File: src/rtl/core/trpd_pkg.sv
// Shared types, codes and helper functions of the TARGA RLE pixel decoder.
package trpd_pkg;

   localparam int unsigned BYTE_W   = 8;
   localparam int unsigned PIXEL_W  = 32;
   localparam int unsigned COUNT_W  = 8;
   localparam int unsigned COORD_W  = 16;
   localparam int unsigned STATUS_W = 2;
   localparam int unsigned BPP_W    = 3;
   localparam int unsigned IDX_W    = 2;
   localparam int unsigned REG_IDX_W = 3;
   localparam int unsigned REG_DATA_W = 16;

   // Command codes of an input word.
   localparam logic CMD_DATA = 1'b0;
   localparam logic CMD_END  = 1'b1;

   // Result status codes.
   localparam logic [STATUS_W-1:0] STATUS_OK        = 2'd0;
   localparam logic [STATUS_W-1:0] STATUS_ROW_CROSS = 2'd1;
   localparam logic [STATUS_W-1:0] STATUS_EARLY_END = 2'd2;

   // Configuration register indexes.
   localparam logic [REG_IDX_W-1:0] REG_BYTES_PER_PIXEL = 3'd0;
   localparam logic [REG_IDX_W-1:0] REG_IMAGE_WIDTH     = 3'd1;
   localparam logic [REG_IDX_W-1:0] REG_IMAGE_HEIGHT    = 3'd2;
   localparam logic [REG_IDX_W-1:0] REG_TOP_ORIGIN      = 3'd3;
   localparam logic [REG_IDX_W-1:0] REG_EXPAND_1555     = 3'd4;

   localparam logic [BPP_W-1:0] BPP_MIN = 3'd2;
   localparam logic [BPP_W-1:0] BPP_MAX = 3'd4;

   typedef struct packed {
      logic [BPP_W-1:0]   bytes_per_pixel;
      logic [COORD_W-1:0] image_width;
      logic [COORD_W-1:0] image_height;
      logic               top_origin;
      logic               expand_1555;
   } cfg_type;

   // One decoded packet result as it travels from the parser to the formatter.
   // The row is still counted in decode order here.
   typedef struct packed {
      logic [PIXEL_W-1:0]  pixel;
      logic [COUNT_W-1:0]  count;
      logic [COORD_W-1:0]  column;
      logic [COORD_W-1:0]  decode_row;
      logic                last;
      logic [STATUS_W-1:0] status;
   } entry_type;

   function automatic logic [BPP_W-1:0] eff_bpp(input logic [BPP_W-1:0] bpp);
      logic [BPP_W-1:0] r;
      r = bpp;
      if (bpp < BPP_MIN) r = BPP_MIN;
      if (bpp > BPP_MAX) r = BPP_MAX;
      return r;
   endfunction

   // Each 5-bit channel becomes {x, x[4:2]}; alpha is all ones or zero.
   function automatic logic [PIXEL_W-1:0] widen_1555(input logic [15:0] px);
      logic [7:0] r8;
      logic [7:0] g8;
      logic [7:0] b8;
      logic [7:0] a8;
      r8 = {px[14:10], px[14:12]};
      g8 = {px[9:5], px[9:7]};
      b8 = {px[4:0], px[4:2]};
      a8 = px[15] ? 8'hff : 8'h00;
      return {a8, r8, g8, b8};
   endfunction

endpackage

File: src/rtl/core/trpd_if.sv
// Handshake channel interfaces of the TARGA RLE pixel decoder.
interface trpd_req_if;
   import trpd_pkg::*;
   logic              valid;
   logic              ready;
   logic              cmd;
   logic [BYTE_W-1:0] data_byte;
   modport source(output valid, output cmd, output data_byte, input ready);
   modport sink(input valid, input cmd, input data_byte, output ready);
endinterface

interface trpd_rsp_if;
   import trpd_pkg::*;
   logic                valid;
   logic                ready;
   logic [PIXEL_W-1:0]  pixel_value;
   logic [COUNT_W-1:0]  repeat_count;
   logic [COORD_W-1:0]  column;
   logic [COORD_W-1:0]  row;
   logic                last_of_image;
   logic [STATUS_W-1:0] status;
   modport source(output valid, output pixel_value, output repeat_count, output column,
                  output row, output last_of_image, output status, input ready);
   modport sink(input valid, input pixel_value, input repeat_count, input column,
                input row, input last_of_image, input status, output ready);
   modport monitor(input valid, input ready, input pixel_value, input repeat_count,
                   input column, input row, input last_of_image, input status);
endinterface

interface trpd_csr_if;
   import trpd_pkg::*;
   logic                  valid;
   logic                  ready;
   logic [REG_IDX_W-1:0]  reg_index;
   logic [REG_DATA_W-1:0] wdata;
   modport source(output valid, output reg_index, output wdata, input ready);
   modport sink(input valid, input reg_index, input wdata, output ready);
endinterface

File: src/rtl/core/trpd_front.sv
// Stream parser: tracks packets, assembles pixels and positions, flags errors.
module trpd_front (
   input  logic                clock,
   input  logic                reset,
   input  trpd_pkg::cfg_type   cfg,
   input  logic                in_valid,
   output logic                in_ready,
   input  logic                in_cmd,
   input  logic [7:0]          in_byte,
   input  logic                q_full,
   output logic                push,
   output trpd_pkg::entry_type push_entry
);
   import trpd_pkg::*;

   logic                expecting_header_ff, expecting_header_in;
   logic                run_packet_ff, run_packet_in;
   logic [COUNT_W-1:0]  pixels_left_ff, pixels_left_in;
   logic [IDX_W-1:0]    byte_index_ff, byte_index_in;
   logic [PIXEL_W-1:0]  acc_ff, acc_in;
   logic [COORD_W-1:0]  column_ff, column_in;
   logic [COORD_W-1:0]  row_ff, row_in;

   logic                accept;
   logic                at_start;
   logic [BPP_W-1:0]    bpp;
   logic [COUNT_W-1:0]  hdr_count;
   logic [COORD_W:0]    hdr_end;
   logic [PIXEL_W-1:0]  acc_next;
   logic [COUNT_W-1:0]  px_count;
   logic [COUNT_W-1:0]  left_next;
   logic [COORD_W:0]    col_next;
   logic [COORD_W:0]    row_next;
   logic                last;

   assign in_ready = !q_full;
   assign accept   = in_valid && in_ready;
   assign bpp      = eff_bpp(cfg.bytes_per_pixel);
   assign at_start = expecting_header_ff && (byte_index_ff == '0) &&
                     (column_ff == '0) && (row_ff == '0);

   assign hdr_count = {1'b0, in_byte[6:0]} + COUNT_W'(1);
   assign hdr_end   = {1'b0, column_ff} + {{(COORD_W+1-COUNT_W){1'b0}}, hdr_count};
   assign acc_next  = acc_ff | (PIXEL_W'(in_byte) << {byte_index_ff, 3'b000});
   assign px_count  = run_packet_ff ? pixels_left_ff : COUNT_W'(1);
   assign left_next = run_packet_ff ? '0 : pixels_left_ff - COUNT_W'(1);
   assign col_next  = {1'b0, column_ff} + {{(COORD_W+1-COUNT_W){1'b0}}, px_count};
   assign row_next  = {1'b0, row_ff} + (COORD_W+1)'(1);
   assign last      = (col_next >= {1'b0, cfg.image_width}) &&
                      (row_next >= {1'b0, cfg.image_height});

   always_comb begin
      expecting_header_in = expecting_header_ff;
      run_packet_in       = run_packet_ff;
      pixels_left_in      = pixels_left_ff;
      byte_index_in       = byte_index_ff;
      acc_in              = acc_ff;
      column_in           = column_ff;
      row_in              = row_ff;
      push                = 1'b0;
      push_entry          = '0;
      if (accept) begin
         if (in_cmd == CMD_END) begin
            if (!at_start) begin
               push              = 1'b1;
               push_entry.status = STATUS_EARLY_END;
               expecting_header_in = 1'b1;
               run_packet_in       = 1'b0;
               pixels_left_in      = '0;
               byte_index_in       = '0;
               acc_in              = '0;
               column_in           = '0;
               row_in              = '0;
            end
         end else if (expecting_header_ff) begin
            if (hdr_end > {1'b0, cfg.image_width}) begin
               push                = 1'b1;
               push_entry.status   = STATUS_ROW_CROSS;
               run_packet_in       = 1'b0;
               pixels_left_in      = '0;
               byte_index_in       = '0;
               acc_in              = '0;
               column_in           = '0;
               row_in              = '0;
            end else begin
               run_packet_in       = in_byte[7];
               pixels_left_in      = hdr_count;
               expecting_header_in = 1'b0;
               byte_index_in       = '0;
               acc_in              = '0;
            end
         end else if (({1'b0, byte_index_ff} + BPP_W'(1)) < bpp) begin
            byte_index_in = byte_index_ff + IDX_W'(1);
            acc_in        = acc_next;
         end else begin
            // A pixel is complete: report it and advance the position.
            push                  = 1'b1;
            push_entry.pixel      = acc_next;
            push_entry.count      = px_count;
            push_entry.column     = column_ff;
            push_entry.decode_row = row_ff;
            push_entry.last       = last;
            push_entry.status     = STATUS_OK;
            byte_index_in         = '0;
            acc_in                = '0;
            pixels_left_in        = left_next;
            if (left_next == '0) expecting_header_in = 1'b1;
            if (col_next >= {1'b0, cfg.image_width}) begin
               column_in = '0;
               row_in    = row_next[COORD_W-1:0];
            end else begin
               column_in = col_next[COORD_W-1:0];
            end
            if (last) begin
               expecting_header_in = 1'b1;
               run_packet_in       = 1'b0;
               pixels_left_in      = '0;
               column_in           = '0;
               row_in              = '0;
            end
         end
      end
   end

   always_ff @(posedge clock) begin
      if (reset) begin
         expecting_header_ff <= 1'b1;
         run_packet_ff       <= 1'b0;
         pixels_left_ff      <= '0;
         byte_index_ff       <= '0;
         acc_ff              <= '0;
         column_ff           <= '0;
         row_ff              <= '0;
      end else begin
         expecting_header_ff <= expecting_header_in;
         run_packet_ff       <= run_packet_in;
         pixels_left_ff      <= pixels_left_in;
         byte_index_ff       <= byte_index_in;
         acc_ff              <= acc_in;
         column_ff           <= column_in;
         row_ff              <= row_in;
      end
   end

endmodule

File: src/rtl/core/trpd_queue.sv
// Two-entry queue between the parser and the output formatter.
module trpd_queue (
   input  logic                clock,
   input  logic                reset,
   input  logic                push,
   input  trpd_pkg::entry_type push_entry,
   output logic                full,
   output logic                not_empty,
   input  logic                pop,
   output trpd_pkg::entry_type pop_entry
);
   import trpd_pkg::*;

   entry_type  slot_ff [2];
   logic       wr_ptr_ff, wr_ptr_in;
   logic       rd_ptr_ff, rd_ptr_in;
   logic [1:0] fill_ff, fill_in;

   assign full      = (fill_ff == 2'd2);
   assign not_empty = (fill_ff != 2'd0);
   assign pop_entry = slot_ff[rd_ptr_ff];

   always_comb begin
      wr_ptr_in = push ? !wr_ptr_ff : wr_ptr_ff;
      rd_ptr_in = pop ? !rd_ptr_ff : rd_ptr_ff;
      fill_in   = fill_ff + 2'(push) - 2'(pop);
   end

   always_ff @(posedge clock) begin
      if (push) slot_ff[wr_ptr_ff] <= push_entry;
      if (reset) begin
         wr_ptr_ff <= 1'b0;
         rd_ptr_ff <= 1'b0;
         fill_ff   <= 2'd0;
      end else begin
         wr_ptr_ff <= wr_ptr_in;
         rd_ptr_ff <= rd_ptr_in;
         fill_ff   <= fill_in;
      end
   end

endmodule

File: src/rtl/core/trpd_back.sv
// Output formatter: 1555 expansion, row origin flip and the result register.
module trpd_back (
   input  logic                clock,
   input  logic                reset,
   input  trpd_pkg::cfg_type   cfg,
   input  logic                q_not_empty,
   output logic                pop,
   input  trpd_pkg::entry_type entry,
   trpd_rsp_if.source          rsp_bus
);
   import trpd_pkg::*;

   logic                valid_ff;
   logic [PIXEL_W-1:0]  pixel_ff, pixel_in;
   logic [COUNT_W-1:0]  count_ff;
   logic [COORD_W-1:0]  column_ff;
   logic [COORD_W-1:0]  row_ff, row_in;
   logic                last_ff;
   logic [STATUS_W-1:0] status_ff;
   logic                is_ok;

   assign pop   = q_not_empty && (!valid_ff || rsp_bus.ready);
   assign is_ok = (entry.status == STATUS_OK);

   always_comb begin
      pixel_in = entry.pixel;
      if ((eff_bpp(cfg.bytes_per_pixel) == BPP_MIN) && cfg.expand_1555)
         pixel_in = widen_1555(entry.pixel[15:0]);
      row_in = cfg.top_origin ? entry.decode_row
                              : cfg.image_height - COORD_W'(1) - entry.decode_row;
      if (!is_ok) begin
         pixel_in = '0;
         row_in   = '0;
      end
   end

   always_ff @(posedge clock) begin
      if (pop) begin
         pixel_ff  <= pixel_in;
         count_ff  <= entry.count;
         column_ff <= entry.column;
         row_ff    <= row_in;
         last_ff   <= entry.last;
         status_ff <= entry.status;
      end
      if (reset) begin
         valid_ff <= 1'b0;
      end else if (pop) begin
         valid_ff <= 1'b1;
      end else if (rsp_bus.ready) begin
         valid_ff <= 1'b0;
      end
   end

   assign rsp_bus.valid         = valid_ff;
   assign rsp_bus.pixel_value   = pixel_ff;
   assign rsp_bus.repeat_count  = count_ff;
   assign rsp_bus.column        = column_ff;
   assign rsp_bus.row           = row_ff;
   assign rsp_bus.last_of_image = last_ff;
   assign rsp_bus.status        = status_ff;

endmodule

File: src/rtl/core/tga_rle_pixel_decoder.sv
// Top level of the TARGA RLE pixel decoder: configuration registers and datapath.
//
// This block decodes the run-length coded pixel stream of a true-color TARGA
// image, one compressed word per clock cycle with no bubbles, so a stream can
// be fed at full rate for as long as the result side keeps taking words. A run
// packet comes out as one result carrying its pixel and repeat count, a literal
// packet as one result per pixel with a repeat count of one, and each result
// carries its column and its row after the origin flip. Header words and all
// but the last byte of a pixel produce no result. A result passes from the
// word that completes it through the queue, which the parser writes at the
// same edge at which it takes the word, and then through the output register
// of the formatter. The parser keeps all packet and position state and
// updates it for every word it takes, which sets the rate of one word per
// cycle while the queue has room. A
// two-word queue between parser and formatter lets the input keep flowing
// while a result waits to be taken. A packet that would run past the end of
// a row, or an end-of-data word in the middle of an image, returns an error
// result with all other fields zero, and decoding restarts at the image
// start. The configuration registers may only be written while no word is in
// flight; they take effect on the next word.
module tga_rle_pixel_decoder (
   input logic         clock,
   input logic         reset,
   trpd_req_if.sink    req_bus,
   trpd_rsp_if.source  rsp_bus,
   trpd_csr_if.sink    csr_bus
);
   import trpd_pkg::*;

   logic [BPP_W-1:0]   bpp_ff;
   logic [COORD_W-1:0] width_ff;
   logic [COORD_W-1:0] height_ff;
   logic               top_origin_ff;
   logic               expand_ff;
   cfg_type            cfg;

   logic               push;
   entry_type          push_entry;
   logic               q_full;
   logic               q_not_empty;
   logic               pop;
   entry_type          pop_entry;

   // Configuration writes are always taken; writes beyond the last register
   // are dropped.
   assign csr_bus.ready = 1'b1;

   always_ff @(posedge clock) begin
      if (reset) begin
         bpp_ff        <= 3'd3;
         width_ff      <= 16'd1;
         height_ff     <= 16'd1;
         top_origin_ff <= 1'b0;
         expand_ff     <= 1'b0;
      end else if (csr_bus.valid) begin
         case (csr_bus.reg_index)
            REG_BYTES_PER_PIXEL: bpp_ff        <= csr_bus.wdata[BPP_W-1:0];
            REG_IMAGE_WIDTH:     width_ff      <= csr_bus.wdata;
            REG_IMAGE_HEIGHT:    height_ff     <= csr_bus.wdata;
            REG_TOP_ORIGIN:      top_origin_ff <= csr_bus.wdata[0];
            REG_EXPAND_1555:     expand_ff     <= csr_bus.wdata[0];
            default: ;
         endcase
      end
   end

   assign cfg.bytes_per_pixel = bpp_ff;
   assign cfg.image_width     = width_ff;
   assign cfg.image_height    = height_ff;
   assign cfg.top_origin      = top_origin_ff;
   assign cfg.expand_1555     = expand_ff;

   // The parser sees every word and decides what, if anything, it yields.
   trpd_front u_front (
      .clock      (clock),
      .reset      (reset),
      .cfg        (cfg),
      .in_valid   (req_bus.valid),
      .in_ready   (req_bus.ready),
      .in_cmd     (req_bus.cmd),
      .in_byte    (req_bus.data_byte),
      .q_full     (q_full),
      .push       (push),
      .push_entry (push_entry)
   );

   trpd_queue u_queue (
      .clock      (clock),
      .reset      (reset),
      .push       (push),
      .push_entry (push_entry),
      .full       (q_full),
      .not_empty  (q_not_empty),
      .pop        (pop),
      .pop_entry  (pop_entry)
   );

   // The formatter turns queued entries into output words.
   trpd_back u_back (
      .clock       (clock),
      .reset       (reset),
      .cfg         (cfg),
      .q_not_empty (q_not_empty),
      .pop         (pop),
      .entry       (pop_entry),
      .rsp_bus     (rsp_bus)
   );

endmodule

File: src/flat_wrapper.sv
// flat-port wrapper written by rule: the top's interface ports become plain ports
module tga_rle_pixel_decoder_flat import trpd_pkg::*;
  (clock, reset, req_bus_valid, req_bus_cmd, req_bus_data_byte, req_bus_ready, rsp_bus_valid, rsp_bus_pixel_value, rsp_bus_repeat_count, rsp_bus_column, rsp_bus_row, rsp_bus_last_of_image, rsp_bus_status, rsp_bus_ready, csr_bus_valid, csr_bus_reg_index, csr_bus_wdata, csr_bus_ready);
  trpd_req_if req_bus_i ();
  trpd_rsp_if rsp_bus_i ();
  trpd_csr_if csr_bus_i ();
  input logic clock;
  input logic reset;
  input wire logic [$bits(req_bus_i.valid)-1:0] req_bus_valid;
  input wire logic [$bits(req_bus_i.cmd)-1:0] req_bus_cmd;
  input wire logic [$bits(req_bus_i.data_byte)-1:0] req_bus_data_byte;
  output wire logic [$bits(req_bus_i.ready)-1:0] req_bus_ready;
  output wire logic [$bits(rsp_bus_i.valid)-1:0] rsp_bus_valid;
  output wire logic [$bits(rsp_bus_i.pixel_value)-1:0] rsp_bus_pixel_value;
  output wire logic [$bits(rsp_bus_i.repeat_count)-1:0] rsp_bus_repeat_count;
  output wire logic [$bits(rsp_bus_i.column)-1:0] rsp_bus_column;
  output wire logic [$bits(rsp_bus_i.row)-1:0] rsp_bus_row;
  output wire logic [$bits(rsp_bus_i.last_of_image)-1:0] rsp_bus_last_of_image;
  output wire logic [$bits(rsp_bus_i.status)-1:0] rsp_bus_status;
  input wire logic [$bits(rsp_bus_i.ready)-1:0] rsp_bus_ready;
  input wire logic [$bits(csr_bus_i.valid)-1:0] csr_bus_valid;
  input wire logic [$bits(csr_bus_i.reg_index)-1:0] csr_bus_reg_index;
  input wire logic [$bits(csr_bus_i.wdata)-1:0] csr_bus_wdata;
  output wire logic [$bits(csr_bus_i.ready)-1:0] csr_bus_ready;
  assign req_bus_i.valid = req_bus_valid;
  assign req_bus_i.cmd = req_bus_cmd;
  assign req_bus_i.data_byte = req_bus_data_byte;
  assign req_bus_ready = req_bus_i.ready;
  assign rsp_bus_valid = rsp_bus_i.valid;
  assign rsp_bus_pixel_value = rsp_bus_i.pixel_value;
  assign rsp_bus_repeat_count = rsp_bus_i.repeat_count;
  assign rsp_bus_column = rsp_bus_i.column;
  assign rsp_bus_row = rsp_bus_i.row;
  assign rsp_bus_last_of_image = rsp_bus_i.last_of_image;
  assign rsp_bus_status = rsp_bus_i.status;
  assign rsp_bus_i.ready = rsp_bus_ready;
  assign csr_bus_i.valid = csr_bus_valid;
  assign csr_bus_i.reg_index = csr_bus_reg_index;
  assign csr_bus_i.wdata = csr_bus_wdata;
  assign csr_bus_ready = csr_bus_i.ready;
  tga_rle_pixel_decoder u_core (.clock(clock), .reset(reset), .req_bus(req_bus_i), .rsp_bus(rsp_bus_i), .csr_bus(csr_bus_i));
endmodule
File: config.mk
export PLATFORM = sky130hd
export DESIGN_NAME = tga_rle_pixel_decoder_flat
export DESIGN_NICKNAME = d
export VERILOG_FILES = /design/src/rtl/core/trpd_pkg.sv /design/src/rtl/core/trpd_if.sv /design/src/rtl/core/trpd_front.sv /design/src/rtl/core/trpd_queue.sv /design/src/rtl/core/trpd_back.sv /design/src/rtl/core/tga_rle_pixel_decoder.sv /design/src/flat_wrapper.sv
export SDC_FILE = /design/constraint.sdc
export NUM_CORES = 1
export LEC_CHECK = 0
export BUFFER_PORTS_ARGS = -buffer_cell sky130_fd_sc_hd__buf_2
export CORE_ASPECT_RATIO = 0.8
export CORE_UTILIZATION = 40
export CTS_BUF_LIST = sky130_fd_sc_hd__clkbuf_8
export CTS_CLUSTER_SIZE = 30
export DETAILED_ROUTE_END_ITERATION = 12
export SLEW_MARGIN = 20
export SYNTH_ARGS = -nofsm -noshare
export SYNTH_HDL_FRONTEND = slang
export SYNTH_SLANG_ARGS = --single-unit
File: constraint.sdc
create_clock -name clock -period 10.1 [get_ports clock]
set_input_delay 1.515 -clock clock [delete_from_list [all_inputs] [get_ports clock]]
set_output_delay 1.515 -clock clock [all_outputs]
set_load 0.02 [all_outputs]
==> impl_summary.txt <==
----------------------------------------------------
[Run status]
  Result of the run ... finished clean

[Cells and area]
  Fraction of final layout cells with drive strength greater than 1 ... between 15 and 20%
  Fill cell total of the finished layout ... approximately 3900
  Antenna diode count ... 0
  Layout area overhead ... 12.24%
  Final design instance area without fill ... between 0.015 and 0.02 mm²
  Total Nets Final ... 1788

[Timing]
  Final worst-path cycle share ... 66.18%
  Max Freq ... around 150 MHz
  Final slew viol count ... 0
  RSZ-0062 raised after global routing ... no
  Final min period ... 6684 ps
  Worst Hold Margin ... 459.6 ps
  Transition time at the pin with the least slew margin ... 985.8 ps
  Setup skew after layout ... between 30 and 40 ps
  Number of hold-slack violations in the final timing report ... 0
  Worst slew margin relative to its limit ... 33.58%
  Finish-stage setup viols ... 0
  Final-layout setup total negative slack ... 0 ps

[Synthesis]
  Total standard cell area after synthesis ... between 0.015 and 0.02 mm²
  Synthesis Warnings ... 0
  Syn_nets ... 1696
  Post-synth EDFFs ... roughly 230
  Avg Inst Size Synth ... between 10 and 15 µm²
  Syn Inst Count ... approximately 1600
  Register area share after synthesis ... a little over half
  Synth Flop Type ... sky130_fd_sc_hd__edfxtp_1
  Share of flip-flops with an asynchronous set or reset after synthesis ... 0%
  Synth cell types ... 75
  Synth Register Bits ... around 340

[Clock tree]
  CTS tree ... yes
  Clock-pin transition on the worst setup and hold timing paths ... roughly 60 ps
  Postcts setup bufs ... 0
  Number of resized instances in the post-cts repair step ... 0
  # H-tree levels ... 2
  Deepest clock path buffer count ... 3
  Clock buffers created by TritonCTS ... between 50 and 60
  CTS Root Buffer Type ... sky130_fd_sc_hd__clkbuf_8
  Number of hold buffers added after cts ... 0
  Clock sink count ... ~340
  Skew-Pair Late Insertion Delay ... 640 ps

[Setup path]
  CP Capture Type ... register
  Critical Path Start Type ... input pin
  Setup CP Type ... in2reg
  Worst-path maximum fanout ... 33
  Top Family by Delay on Critical Path ... compound AO/OA/AOI/OAI gates
  CP max-delay cell ... sky130_fd_sc_hd__a22oi_1
  Buf/Inv on CP ... 4
  CP dominant cell by count ... sky130_fd_sc_hd__ha_1
  Critical path arrival ... about 7000 ps
  Critical path's largest stage delay ... 730 ps
  Worst Path Required ... between 10000 and 15000 ps

[Detailed routing]
  Post-Route WL ... ~44000 µm
  Routed wirelength normalized by instance count ... 19.41 µm
  First-iteration detailed-routing DRC count ... roughly 1200
  Per-cell via count in the routed design ... about 5.4
  Length of the first detailed-routing pass in iterations ... 5
  Number of nets with antenna violations after routing ... 0
  # DRC ... 0
  Vias ... 12203

[Power]
  Power share of the combinational group ... about a quarter
  Cell Pwr Density ... 212.8 mW/mm²
  Net Sw Frac ... 32.92%
  Standby leakage power ... 7.363 nW
  Sequential share of power ... between 40% and 50%
  Highest ir drop seen on vdd ... about 0.00011 V
  Clock power share ... 28.9%
  P_sw ... between 0.001 and 0.0015 W
  Internal power component ... 0.002697 W

[Global route]
  First-pass GRT wire length ... 66960 µm
  Pin count of the biggest net entering global routing ... between 70 and 80
  Vias in the first global route ... between 10000 and 15000
  GR Overflow Total ... 0
  Global-route total usage across every layer ... between 20% and 30%
  Initial antenna violation count ... 2

[Die]
  Die outline area ... between 0.04 and 0.05 mm²
  Starting density of the core ... 41.01%
  Row count ... 66
  Die width ... ~230 µm
  Core Area ... approximately 0.04 mm²
  Top-level I/O count ... ~110
  Die outline height ... between 150 and 200 µm

[Place]
  IO buf count ... about 110
  Final weighted congestion in routability-driven placement ... 0.8453
  Instance area at placement ... between 0.015 and 0.02 mm²
  Detailed placement HPWL ... between 30000 and 40000 µm

[Worst hold path]
  Type of the most critical hold path ... reg2reg

[Job]
  MaxCap Viol Count ... 0

----------------------------------------------------
## synth_stat cells, drive strengths merged, types with 3 or more instances
library cell	count	area, µm²
a41o	6	60.06
o21ai	41	205.2
a21oi	166	830.8
xnor2	40	350.3
buf	29	157.6
or3	8	50.05
a31oi	13	81.33
nor2	163	621.9
nor3	22	110.1
nand2b	11	68.82
a311oi	4	35.03
nor4b	7	61.31
a211oi	13	102.6
o211a	3	30.03
nand4	22	137.6
a21boi	4	33.78
inv	59	221.5
edfxtp	225	6756
o21a	12	90.09
o211ai	6	45.04
ha	91	1139
clkbuf	58	217.7
o31ai	9	67.56
or2	8	50.05
and2	41	256.5
a32o	3	30.03
fa	3	60.06
nand2	119	446.7
and3	23	158.9
mux2	39	439.2
xor2	27	236.5
a21o	30	225.2
nor2b	8	50.05
dfxtp	119	2382
o21bai	5	41.29
nor3b	3	22.52
nor4	6	37.54
nand3	53	265.3
mux2i	40	400.4
## worst reg2reg max path, cell delays in order, from the launching register on
cell                       delay, ps
sky130_fd_sc_hd__dfxtp_1         630
sky130_fd_sc_hd__ha_1            330
sky130_fd_sc_hd__a21o_1          150
sky130_fd_sc_hd__a21o_1          190
sky130_fd_sc_hd__a21o_1          180
sky130_fd_sc_hd__a21o_1          190
sky130_fd_sc_hd__a21oi_1         240
sky130_fd_sc_hd__nor2b_1         100
sky130_fd_sc_hd__o31a_1          260
sky130_fd_sc_hd__xor2_1          140
sky130_fd_sc_hd__ha_1            210
sky130_fd_sc_hd__a21o_1          170
sky130_fd_sc_hd__a21oi_1         140
sky130_fd_sc_hd__o21ai_0          80
sky130_fd_sc_hd__a31o_2          240
sky130_fd_sc_hd__a22oi_1         730
sky130_fd_sc_hd__a21boi_2         90
sky130_fd_sc_hd__buf_4           260
sky130_fd_sc_hd__inv_2           470
sky130_fd_sc_hd__ha_1            340
sky130_fd_sc_hd__inv_1            60
sky130_fd_sc_hd__ha_1            150
sky130_fd_sc_hd__xor2_1          180
sky130_fd_sc_hd__xnor2_1         140
sky130_fd_sc_hd__nor2_1           50
## metal layers
metal	vias up	GRT usage (%)	part of all wire, %
met5	-	0	0.069
met4	4	4.609	1.6
met3	67	3.370	5.6
met2	373	29.03	41
met1	5899	31.28	51
li1	5860	-	-
## path summary, 6_finish.rpt
kind	from	to	slack [ps]	cells past startpoint
max	req_bus_data_byte[0]	u_core.u_queue.fill_ff[1]	3420	26
min	u_core.width_ff[9]	u_core.width_ff[9]	460	2
max reg2reg	u_core.u_front.column_ff[1]	u_core.u_queue.fill_ff[1]	4230	24
min reg2reg	u_core.width_ff[9]	u_core.width_ff[9]	460	2
## cell type report
class	count	area, µm²	share of cell area [%]
well taps	544	680.7	3.603
clock inverters	43	232.7	1.232
inverters	60	225.2	1.192
multi-input cells	1078	7116	37.66
flip-flops and latches	344	9143	48.39
repair buffers	122	655.6	3.470
clock buffers	61	839.6	4.444
## through the flow
step	std cells	util (%)	worst slack (ps)	power, W
finish	2252	46.03	3416	0.004021
global route	2252	46.03	3058	0.004221
CTS	2252	46.03	3510	0.004064
detailed placement	2148	43.42	2824	0.002889
global placement	2148	43.42	2844	0.002886
floorplan	1569	-	1592	0.002583
## cells by family after synthesis
family | share of synthesized area (%)
compound gates | 12.18
xor+xnor | 3.487
fa+ha+maj | 7.122
buf+inv | 3.568
flops | 54.30
mux | 4.988
other cells | 0.02228
simple gates | 14.34
## power groups by stage
stage / Combinational, W / Clock [W] / Sequential, W
global route: 0.00110 / 0.00125 / 0.00187
global placement: 0.00101 / 0 / 0.00188
detailed placement: 0.00101 / 0 / 0.00188
finish: 0.00101 / 0.00116 / 0.00185
floorplan: 0.000557 / 0 / 0.00203
CTS: 0.00101 / 0.00119 / 0.00186
## placed cells by master (no fill, tap or decap), types with 40 or more instances in the layout
| master | count |
|---|---|
| sky130_fd_sc_hd__dfxtp_1 | 118 |
| sky130_fd_sc_hd__edfxtp_1 | 225 |
| sky130_fd_sc_hd__nor2_1 | 160 |
| sky130_fd_sc_hd__nand2_1 | 119 |
| sky130_fd_sc_hd__inv_1 | 76 |
| sky130_fd_sc_hd__buf_2 | 109 |
| sky130_fd_sc_hd__mux2i_1 | 40 |
| sky130_fd_sc_hd__clkbuf_8 | 61 |
| sky130_fd_sc_hd__xnor2_1 | 40 |
| sky130_fd_sc_hd__ha_1 | 91 |
| sky130_fd_sc_hd__a21oi_1 | 166 |
| sky130_fd_sc_hd__nand3_1 | 53 |
## registers in the layout, summed over array words and instances (netlist names), 2 cells and up, named ones only
register                            count
u_core.u_front.acc_ff                  32
u_core.u_back.rsp_bus.repeat_count      8
u_core.u_front.row_ff                  16
u_core.bpp_ff                           3
u_core.u_queue.slot_ff                150
u_core.u_queue.fill_ff                  2
u_core.u_front.column_ff               16
u_core.height_ff                       16
u_core.u_back.rsp_bus.row              16
u_core.width_ff                        16
u_core.u_back.rsp_bus.column           16
u_core.u_front.byte_index_ff            2
u_core.u_back.rsp_bus.pixel_value      32
u_core.u_front.pixels_left_ff           8
u_core.u_back.rsp_bus.status            2
Power figures use the tool's default switching activity.
